$ cat src/rtl/core/acx_pkg.sv
`timescale 1ns / 1ps
// ----------------------------------------------------------------------------
// acx_pkg: shared types, tables and round functions
// S-box, round constants and the AES round for the counter-mode core.
// ----------------------------------------------------------------------------
package acx_pkg;

	typedef enum logic [2:0] {
		ST_IDLE,
		ST_KEYGEN,
		ST_CTR,
		ST_INIT,
		ST_ROUND,
		ST_DONE
	} seq_state_t;

	typedef enum logic [2:0] {
		REG_KEY0,
		REG_KEY1,
		REG_KEY2,
		REG_KEY3,
		REG_KEY_SIZE,
		REG_IV_HIGH,
		REG_IV_LOW,
		REG_START_BLOCK
	} reg_index_t;

	typedef enum logic [1:0] {
		KEY_128 = 2'd0,
		KEY_192 = 2'd1,
		KEY_256 = 2'd2,
		KEY_256_ALIAS = 2'd3
	} key_size_t;

	// One schedule word written into the round key store.
	typedef struct packed {
		logic        we;
		logic [3:0]  row;
		logic [1:0]  lane;
		logic [31:0] word;
	} ks_wr_t;

	// Controls for the shared round unit.
	typedef struct packed {
		logic load;
		logic step;
		logic last;
	} rnd_ctl_t;

	localparam int RK_ROWS    = 15;
	localparam int BLK_BYTES  = 16;

	localparam logic [7:0] SBOX [256] = '{
		8'h63,8'h7c,8'h77,8'h7b,8'hf2,8'h6b,8'h6f,8'hc5,8'h30,8'h01,8'h67,8'h2b,8'hfe,8'hd7,8'hab,8'h76,
		8'hca,8'h82,8'hc9,8'h7d,8'hfa,8'h59,8'h47,8'hf0,8'had,8'hd4,8'ha2,8'haf,8'h9c,8'ha4,8'h72,8'hc0,
		8'hb7,8'hfd,8'h93,8'h26,8'h36,8'h3f,8'hf7,8'hcc,8'h34,8'ha5,8'he5,8'hf1,8'h71,8'hd8,8'h31,8'h15,
		8'h04,8'hc7,8'h23,8'hc3,8'h18,8'h96,8'h05,8'h9a,8'h07,8'h12,8'h80,8'he2,8'heb,8'h27,8'hb2,8'h75,
		8'h09,8'h83,8'h2c,8'h1a,8'h1b,8'h6e,8'h5a,8'ha0,8'h52,8'h3b,8'hd6,8'hb3,8'h29,8'he3,8'h2f,8'h84,
		8'h53,8'hd1,8'h00,8'hed,8'h20,8'hfc,8'hb1,8'h5b,8'h6a,8'hcb,8'hbe,8'h39,8'h4a,8'h4c,8'h58,8'hcf,
		8'hd0,8'hef,8'haa,8'hfb,8'h43,8'h4d,8'h33,8'h85,8'h45,8'hf9,8'h02,8'h7f,8'h50,8'h3c,8'h9f,8'ha8,
		8'h51,8'ha3,8'h40,8'h8f,8'h92,8'h9d,8'h38,8'hf5,8'hbc,8'hb6,8'hda,8'h21,8'h10,8'hff,8'hf3,8'hd2,
		8'hcd,8'h0c,8'h13,8'hec,8'h5f,8'h97,8'h44,8'h17,8'hc4,8'ha7,8'h7e,8'h3d,8'h64,8'h5d,8'h19,8'h73,
		8'h60,8'h81,8'h4f,8'hdc,8'h22,8'h2a,8'h90,8'h88,8'h46,8'hee,8'hb8,8'h14,8'hde,8'h5e,8'h0b,8'hdb,
		8'he0,8'h32,8'h3a,8'h0a,8'h49,8'h06,8'h24,8'h5c,8'hc2,8'hd3,8'hac,8'h62,8'h91,8'h95,8'he4,8'h79,
		8'he7,8'hc8,8'h37,8'h6d,8'h8d,8'hd5,8'h4e,8'ha9,8'h6c,8'h56,8'hf4,8'hea,8'h65,8'h7a,8'hae,8'h08,
		8'hba,8'h78,8'h25,8'h2e,8'h1c,8'ha6,8'hb4,8'hc6,8'he8,8'hdd,8'h74,8'h1f,8'h4b,8'hbd,8'h8b,8'h8a,
		8'h70,8'h3e,8'hb5,8'h66,8'h48,8'h03,8'hf6,8'h0e,8'h61,8'h35,8'h57,8'hb9,8'h86,8'hc1,8'h1d,8'h9e,
		8'he1,8'hf8,8'h98,8'h11,8'h69,8'hd9,8'h8e,8'h94,8'h9b,8'h1e,8'h87,8'he9,8'hce,8'h55,8'h28,8'hdf,
		8'h8c,8'ha1,8'h89,8'h0d,8'hbf,8'he6,8'h42,8'h68,8'h41,8'h99,8'h2d,8'h0f,8'hb0,8'h54,8'hbb,8'h16
	};

	localparam logic [7:0] RCON [16] = '{
		8'h00,8'h01,8'h02,8'h04,8'h08,8'h10,8'h20,8'h40,
		8'h80,8'h1b,8'h36,8'h00,8'h00,8'h00,8'h00,8'h00
	};

	function automatic logic [31:0] sub_word(input logic [31:0] w);
		sub_word = {SBOX[w[31:24]], SBOX[w[23:16]], SBOX[w[15:8]], SBOX[w[7:0]]};
	endfunction

	function automatic logic [7:0] xtime(input logic [7:0] x);
		xtime = {x[6:0], 1'b0} ^ (x[7] ? 8'h1b : 8'h00);
	endfunction

	// SubBytes and ShiftRows, then MixColumns unless this is the final round.
	function automatic logic [127:0] aes_round(input logic [127:0] s, input logic last);
		logic [7:0] b [16];
		logic [7:0] t [16];
		logic [7:0] a0, a1, a2, a3, x;
		logic [127:0] res;
		for (int k = 0; k < 16; k++) begin
			b[k] = s[127 - 8 * k -: 8];
		end
		for (int c = 0; c < 4; c++) begin
			for (int r = 0; r < 4; r++) begin
				t[r + 4 * c] = SBOX[b[r + 4 * ((c + r) & 3)]];
			end
		end
		if (!last) begin
			for (int c = 0; c < 4; c++) begin
				a0 = t[4 * c];
				a1 = t[4 * c + 1];
				a2 = t[4 * c + 2];
				a3 = t[4 * c + 3];
				x  = a0 ^ a1 ^ a2 ^ a3;
				t[4 * c]     = a0 ^ x ^ xtime(a0 ^ a1);
				t[4 * c + 1] = a1 ^ x ^ xtime(a1 ^ a2);
				t[4 * c + 2] = a2 ^ x ^ xtime(a2 ^ a3);
				t[4 * c + 3] = a3 ^ x ^ xtime(a3 ^ a0);
			end
		end
		for (int k = 0; k < 16; k++) begin
			res[127 - 8 * k -: 8] = t[k];
		end
		aes_round = res;
	endfunction

endpackage

$ cat src/rtl/core/acx_key_sched.sv
`timescale 1ns / 1ps
// ----------------------------------------------------------------------------
// acx_key_sched: iterative key expansion
// Produces one 32-bit schedule word per cycle for the round key store.
// ----------------------------------------------------------------------------
module acx_key_sched (
	input  logic                  clk,
	input  logic                  arst_n,
	input  logic                  start,
	input  logic [255:0]          key,
	input  logic [1:0]            key_size,
	output logic                  busy,
	output logic                  done,
	output acx_pkg::ks_wr_t       wr
);

	logic        busy_q;
	logic [5:0]  i_q;
	logic [5:0]  last_q;
	logic [2:0]  m_q;
	logic [3:0]  d_q;
	logic [3:0]  nk_q;
	logic [31:0] sr_q [8];
	logic [7:0][31:0] kw;
	logic [31:0] t;
	logic [31:0] word;
	logic [2:0]  nk_m1;

	assign kw    = key;
	assign nk_m1 = 3'(nk_q - 4'd1);

	always_comb begin
		t = sr_q[0];
		if (m_q == 3'd0) begin
			t = acx_pkg::sub_word({sr_q[0][23:0], sr_q[0][31:24]})
				^ {acx_pkg::RCON[d_q], 24'h0};
		end else if (nk_q == 4'd8 && m_q == 3'd4) begin
			t = acx_pkg::sub_word(sr_q[0]);
		end
		if (i_q < 6'(nk_q)) begin
			word = kw[3'd7 - i_q[2:0]];
		end else begin
			word = sr_q[nk_m1] ^ t;
		end
	end

	always_ff @(posedge clk or negedge arst_n) begin
		if (!arst_n) begin
			busy_q <= 1'b0;
			i_q    <= '0;
			m_q    <= '0;
			d_q    <= '0;
			nk_q   <= 4'd4;
			last_q <= 6'd43;
		end else if (start) begin
			busy_q <= 1'b1;
			i_q    <= '0;
			m_q    <= '0;
			d_q    <= '0;
			case (key_size)
				acx_pkg::KEY_128: begin
					nk_q   <= 4'd4;
					last_q <= 6'd43;
				end
				acx_pkg::KEY_192: begin
					nk_q   <= 4'd6;
					last_q <= 6'd51;
				end
				default: begin
					nk_q   <= 4'd8;
					last_q <= 6'd59;
				end
			endcase
		end else if (busy_q) begin
			i_q <= i_q + 6'd1;
			if (m_q == nk_m1) begin
				m_q <= '0;
				d_q <= d_q + 4'd1;
			end else begin
				m_q <= m_q + 3'd1;
			end
			if (i_q == last_q) begin
				busy_q <= 1'b0;
			end
		end
	end

	always_ff @(posedge clk) begin
		if (busy_q) begin
			sr_q[0] <= word;
			for (int j = 1; j < 8; j++) begin
				sr_q[j] <= sr_q[j - 1];
			end
		end
	end

	assign busy    = busy_q;
	assign done    = busy_q && (i_q == last_q);
	assign wr.we   = busy_q;
	assign wr.row  = i_q[5:2];
	assign wr.lane = i_q[1:0];
	assign wr.word = word;

endmodule

$ cat config.mk
export PLATFORM = sky130hd
export DESIGN_NAME = acx_key_sched
export DESIGN_NICKNAME = d
export VERILOG_FILES = /design/src/rtl/core/acx_pkg.sv /design/src/rtl/core/acx_key_sched.sv
export SDC_FILE = /design/constraint.sdc
export NUM_CORES = 1
export LEC_CHECK = 0
export BUFFER_PORTS_ARGS = -buffer_cell sky130_fd_sc_hd__buf_2
export CAP_MARGIN = 20
export CORE_MARGIN = 3
export CORE_UTILIZATION = 37
export DETAILED_ROUTE_END_ITERATION = 8
export HOLD_SLACK_MARGIN = 0.02
export SYNTH_ARGS = -nofsm -noshare
export SYNTH_HDL_FRONTEND = slang
export SYNTH_SLANG_ARGS = --single-unit
$ cat constraint.sdc
create_clock -name clk -period 7.36 [get_ports clk]
set_input_delay 0 -clock clk [delete_from_list [all_inputs] [get_ports clk]]
set_output_delay 0 -clock clk [all_outputs]
set_load 0.01 [all_outputs]
After elaboration in Yosys (flattened, before gate mapping)
Memory sizes are Yosys's and may differ from the RTL's.
Cells that the tools add are included.
{"block": "totals", "regBits": 24, "latch_bits": 0, "ramBits": 256, "rom_bits": 8320, "in_bits": 261, "out_inout_bits": 41, "wordCells": 73, "n_memories": 6}
{"block": "op_classes", "add_sub_neg": 5, "n_mul": 0, "div_mod_pow": 0, "order_cmp": 7, "eq_ne": 5, "shifts": 0, "muxes": 30, "n_bitwise": 7, "reduce_logical": 7}
{"name": "(no name shown)", "depth": 256, "width": 8, "read_ports": 1, "rd_ports_with_merged_regs": 0, "write_ports": 0, "line_no": "acx_pkg.sv:78", "rtl": "sub_word = {SBOX[w[31:24]], SBOX[w[23:16]], SBOX[w[15:8]], SBOX[w[7:0]]};"}
{"name": "(no name shown)", "depth": 256, "width": 8, "read_ports": 1, "rd_ports_with_merged_regs": 0, "write_ports": 0, "line_no": "acx_pkg.sv:78"}
{"name": "(no name shown)", "depth": 256, "width": 8, "read_ports": 1, "rd_ports_with_merged_regs": 0, "write_ports": 0, "line_no": "acx_pkg.sv:78"}
{"name": "(no name shown)", "depth": 256, "width": 8, "read_ports": 1, "rd_ports_with_merged_regs": 0, "write_ports": 0, "line_no": "acx_pkg.sv:78"}
{"name": "sr_q", "depth": 8, "width": 32, "read_ports": 8, "rd_ports_with_merged_regs": 0, "write_ports": 8, "line_no": "acx_key_sched.sv:23", "rtl": "logic [31:0] sr_q [8];"}
{"name": "(no name shown)", "depth": 16, "width": 8, "read_ports": 1, "rd_ports_with_merged_regs": 0, "write_ports": 0, "line_no": "acx_key_sched.sv:36", "rtl": "^ {acx_pkg::RCON[d_q], 24'h0};"}
{"op": "two-way mux 32 bit", "n": 4}
{"op": "binary-select mux 32 bit (select 3 bit)", "n": 1}
{"op": "two-way mux 8 bit", "n": 10}
{"op": "bitwise XOR 32 bit", "n": 2}
{"op": ">= comparator 9 bit, second input constant", "n": 4}
{"op": "inverter 8 -> 9 bit", "n": 4}
{"op": "two-way mux 4 bit", "n": 3}
{"op": "two-way mux 6 bit", "n": 2}
{"op": "case mux 5 bit (2 select lines)", "n": 1}
{"op": "two-way mux 3 bit", "n": 3}
{"op": "case mux 4 bit (2 select lines)", "n": 1}
{"op": "adder 6 x 1 -> 6 bit, second input constant", "n": 1}
{"op": "equality test 6 bit", "n": 1}
{"op": "less-than comparator 6 x 4 -> 1 bit", "n": 1}
{"op": ">= comparator 5 bit, second input constant", "n": 1}
{"op": "two-way mux 1 bit", "n": 5}
{"op": "inverter 4 -> 5 bit", "n": 1}
{"op": "adder 4 x 1 -> 4 bit, second input constant", "n": 1}
{"op": "equality test 4 bit, second input constant", "n": 1}
{"op": "less-than comparator 3 x 4 -> 1 bit, second input constant", "n": 1}
{"op": "nonzero test 2 bit", "n": 2}
{"op": "adder 3 x 1 -> 3 bit, second input constant", "n": 1}
{"op": "equality test 3 bit", "n": 1}
{"op": "equality test 3 bit, second input constant", "n": 1}
{"op": "other kinds (7)", "n": 8}

Logic depth before layout (Yosys ltp)
An unclocked memory read counts as a cell.
{"block": "logic_depth", "ltp_word": 9, "ltp_mapped": 15, "mapped_depth_nobuf": 11}

Worst setup path after synthesis
Ideal clock, no wire load.
{"block": "synth_path", "path_kind": "reg2reg", "startpoint": "reg busy_q (netlist: busy)", "endpoint": "reg d_q[3]", "t_arrival_ps": 7220, "required_ps": 7228, "slack_ps": 8, "path_stages_with_launch": 5, "path_buffers": 0, "period_less_slack_ps": 7352, "cell_sequence": "dfrtp_1 -> o21ai_1 -> nor4_1 -> xnor2_1 -> nor2_1"}
{"block": "synth_via", "elab_chain_cells": 2}
{"element": "from (decl)", "line_no": "acx_key_sched.sv:17", "rtl": "logic busy_q;"}
{"element": "from (signal assigned)", "line_no": "acx_key_sched.sv:49", "rtl": "busy_q <= 1'b0;"}
{"element": "from (signal assigned)", "line_no": "acx_key_sched.sv:56", "rtl": "busy_q <= 1'b1;"}
{"element": "from (signal assigned)", "line_no": "acx_key_sched.sv:83", "rtl": "busy_q <= 1'b0;"}
{"element": "nonzero test 2 bit (no source line)"}
{"element": "AND reduction 2 bit (no source line)"}
{"element": "to (signal assigned)", "line_no": "acx_key_sched.sv:78", "rtl": "d_q <= d_q + 4'd1;"}
{"element": "to (decl)", "line_no": "acx_key_sched.sv:21", "rtl": "logic [3:0] d_q;"}
Every way passes these cells.
A chain may end at the register's enable or synchronous reset.

==> results.toml <==
[outcome]
status = "complete, but fails checks"
violations = "design-rule violations"

[worst_setup_path]
r2r-end = "sr_q[0][31]"
crit_path_end_kind = "output port"
setup.worst_path.class = "flip-flop to output port"
critPathArrivalTime_ps = 5620
required_ps = 7360
slowest_delay_ps = 890
cp_cell_sequence = "buf_4 -> inv_1 -> ha_1 -> nand2_1 -> a21o_1 -> a21o_1 -> a31oi_1 -> o21ai_1 -> a31oi_1 -> mux2i_1 -> o31a_1 -> o31ai_1 -> buf_2"
path_max_fanout = 38
cp-start-kind = "flip-flop"
slowest_stage = "ha_1"
r2r_start = "sr_q[0][16]"
ff2ff_path_depth = 12
r2r_slack_ps = 2310

[cts]
clk_path_buf_depth = 3
cts_setup_buffers = 0
htreeDepth = 1
clock-sinks = 275
cts_resized = 0
clk_latency_ps = 600
cts_buffers = 31
cts_tree = "yes"
cts.clk_slew.worst_paths_ps = 80
ctsHoldBuffers = 10
clockRootBuffer = "clkbuf_16"

[synth]
synth.avg_cell_area_sq_um = 8.986
async_reset_ff_share_pct = 6.909
yosysUniqueCellTypes = 98
ys_seq_area_share_pct = 30.93
postSynthCellCount = 2938
synth.net_count = 3270
ys.flop_type = "edfxtp_1"
yosys_warnings = 0
synth_edf_count = 256
synth_seq_cells = 275
syn_area_sq_mm = 0.02640

[routing]
viasPerCell = 6.820
vias = 27260
drc = 3
drt-total-wl_um = 123700
drtIter0Drc = 4820
drt-pass1-iter-count = 9
ant_nets = 0
wire_per_inst_um = 30.94

[die]
pin_count = 302
start_util_pct = 37.50
num_rows = 97
die_area_sq_mm = 0.07459
core_sq_mm = 0.07039
dieHeight_um = 273.1
die_w_um = 273.1

[final_layout]
num-nets-final = 3363
fin_area_sq_mm = 0.02930
mostFrequentLayoutCells = "301 x buf_2, 256 x edfxtp_1, 227 x a21oi_1"
nFillCells = 7058
final_util_pct = 41.62
multi_input_area_sq_mm = 0.01656
seq_area_sq_mm = 0.008182
final_common_cell = "buf_2"
drive_above_1_share_pct = 19.84
syn2layout_area_growth_pct = 10.97

[power]
peakVddDrop_mv = 0.2306
combPwrFrac_pct = 69.4
switching_share_pct = 54.37
clkPwrFrac_pct = 10.9
p_int_mw = 6.674
power.leakage_nw = 10.57
power.switching_mw = 7.952
p_seq_share_pct = 19.7
p_per_area_mw_per_mm2 = 499.3

[timing]
period_share_pct = 76.38
max_freq_mhz = 177.9
fin_crit_ps = 5621
maxSlewViolCount = 0
setup_viol = 0
slew_headroom_pct = 27.25
hold_viol = 0
worstMarginPinSlew_ps = 1091
layout_setup_ws_ps = 1739
skew_ps = 23.83
fin_tns_setup_ps = 0
rsz0062_at_grt = "no"

[global_routing]
antenna_found_initial = 11
grt_start_max_net_pins = 167
overflow = 0
grt_pass1_wl_um = 179400
grt_pass1_vias = 25800
track_usage_pct = 31.88

[min_path]
hold_end = "sr_q[0][6]"
min_path_type = "input port to flip-flop"
holdPathStages = 4
min_from = "key[102]"

[job]
drv_cap = 0

[placed_design]
hpwl_um = 87660
globalplace.congestion = 1.068
placed_area_sq_mm = 0.02817
io_buffers = 301
dpl_worst_slack_ps = 2554
-- state kept, by name, summed over array words and instances, names as in the netlist --
register  flops
last_q        2
m_q           3
busy          1
sr_q        256
d_q           4
nk_q          3
i_q           6
-- per-stage QoR --
step	cells	power, mW	hold slack [ps]
after floorplan	2938	9.268	-295.6
after global placement	3927	12.80	-20.49
after detailed placement	3928	12.52	-21.16
after CTS	3995	14.19	26.15
after global routing	3997	15.22	89.93
final	3997	14.63	48.48
-- cells in the mapped netlist, types with 71 or more instances --
library cell / n / share of area [%]
edfxtp_1: 256 / 29
a21oi_1: 227 / 4.3
nand2_1: 207 / 2.9
o21ai_0: 182 / 3.5
nor2_1: 176 / 2.5
clkbuf_1: 137 / 1.9
buf_2: 123 / 2.3
nor2b_1: 120 / 2.8
mux4_2: 112 / 9.6
nand2b_1: 102 / 2.4
nor3_1: 90 / 1.7
nand3_1: 77 / 1.5
ha_1: 71 / 3.4
-- critical path: cells and delay by family (launching register included) --
kind / cells / cell delay [ps]
AOI/OAI and AO/OA: 7 / 2190
buffers and inverters: 3 / 980
DFF: 1 / 330
muxes: 1 / 220
and+or+nand+nor: 1 / 380
adders and majority gates: 1 / 890
-- power by group through the flow --
stage	Sequential, mW	Combinational, mW	Clock [mW]
floorplan	2.73	6.54	0
global placement	2.86	9.94	0
detailed placement	2.88	9.64	0
CTS	2.87	9.69	1.64
global route	2.94	10.6	1.70
finish	2.88	10.2	1.60
-- final cells by class --
type	instances	share of cell area, %
Tap cell	940	4.015
Antenna cell	2	0.01708
Inverter	46	0.5894
Sequential cell	275	27.93
Timing Repair Buffer	380	7.436
Clock inverter	15	0.6492
Multi-Input combinational cell	2297	56.54
Clock buffer	42	2.823
-- routing by layer --
metal | track usage [%] | part of all wire (%) | up-vias
met2 | 47.05 | 42 | 2122
met4 | 14.41 | 5.6 | 4
li1 | - | - | 11620
met5 | 0 | 0.024 | -
met3 | 9.280 | 13 | 438
met1 | 43.09 | 39 | 13080
-- worst max-delay path by stage --
stage	end	start
3_5_place_dp	sr_q[0][31]	sr_q[0][16]
5_1_grt	wr[31]	sr_q[0][16]
3_3_place_gp	sr_q[0][0]	sr_q[0][25]
4_1_cts	wr[31]	sr_q[0][16]
2_1_floorplan	d_q[3]	busy
6_report	wr[31]	sr_q[0][16]
-- cells by family after synthesis --
| kind of cell | synth area share (%) |
|---|---|
| AND/OR/NAND/NOR | 18.46 |
| multiplexers | 11.78 |
| adder cells (fa/ha/maj) | 3.365 |
| buffers and inverters | 6.398 |
| XOR/XNOR | 2.284 |
| flip-flops | 30.93 |
| AO/OA/AOI/OAI | 26.78 |
Note: power is estimated with default switching activity, not from simulation.
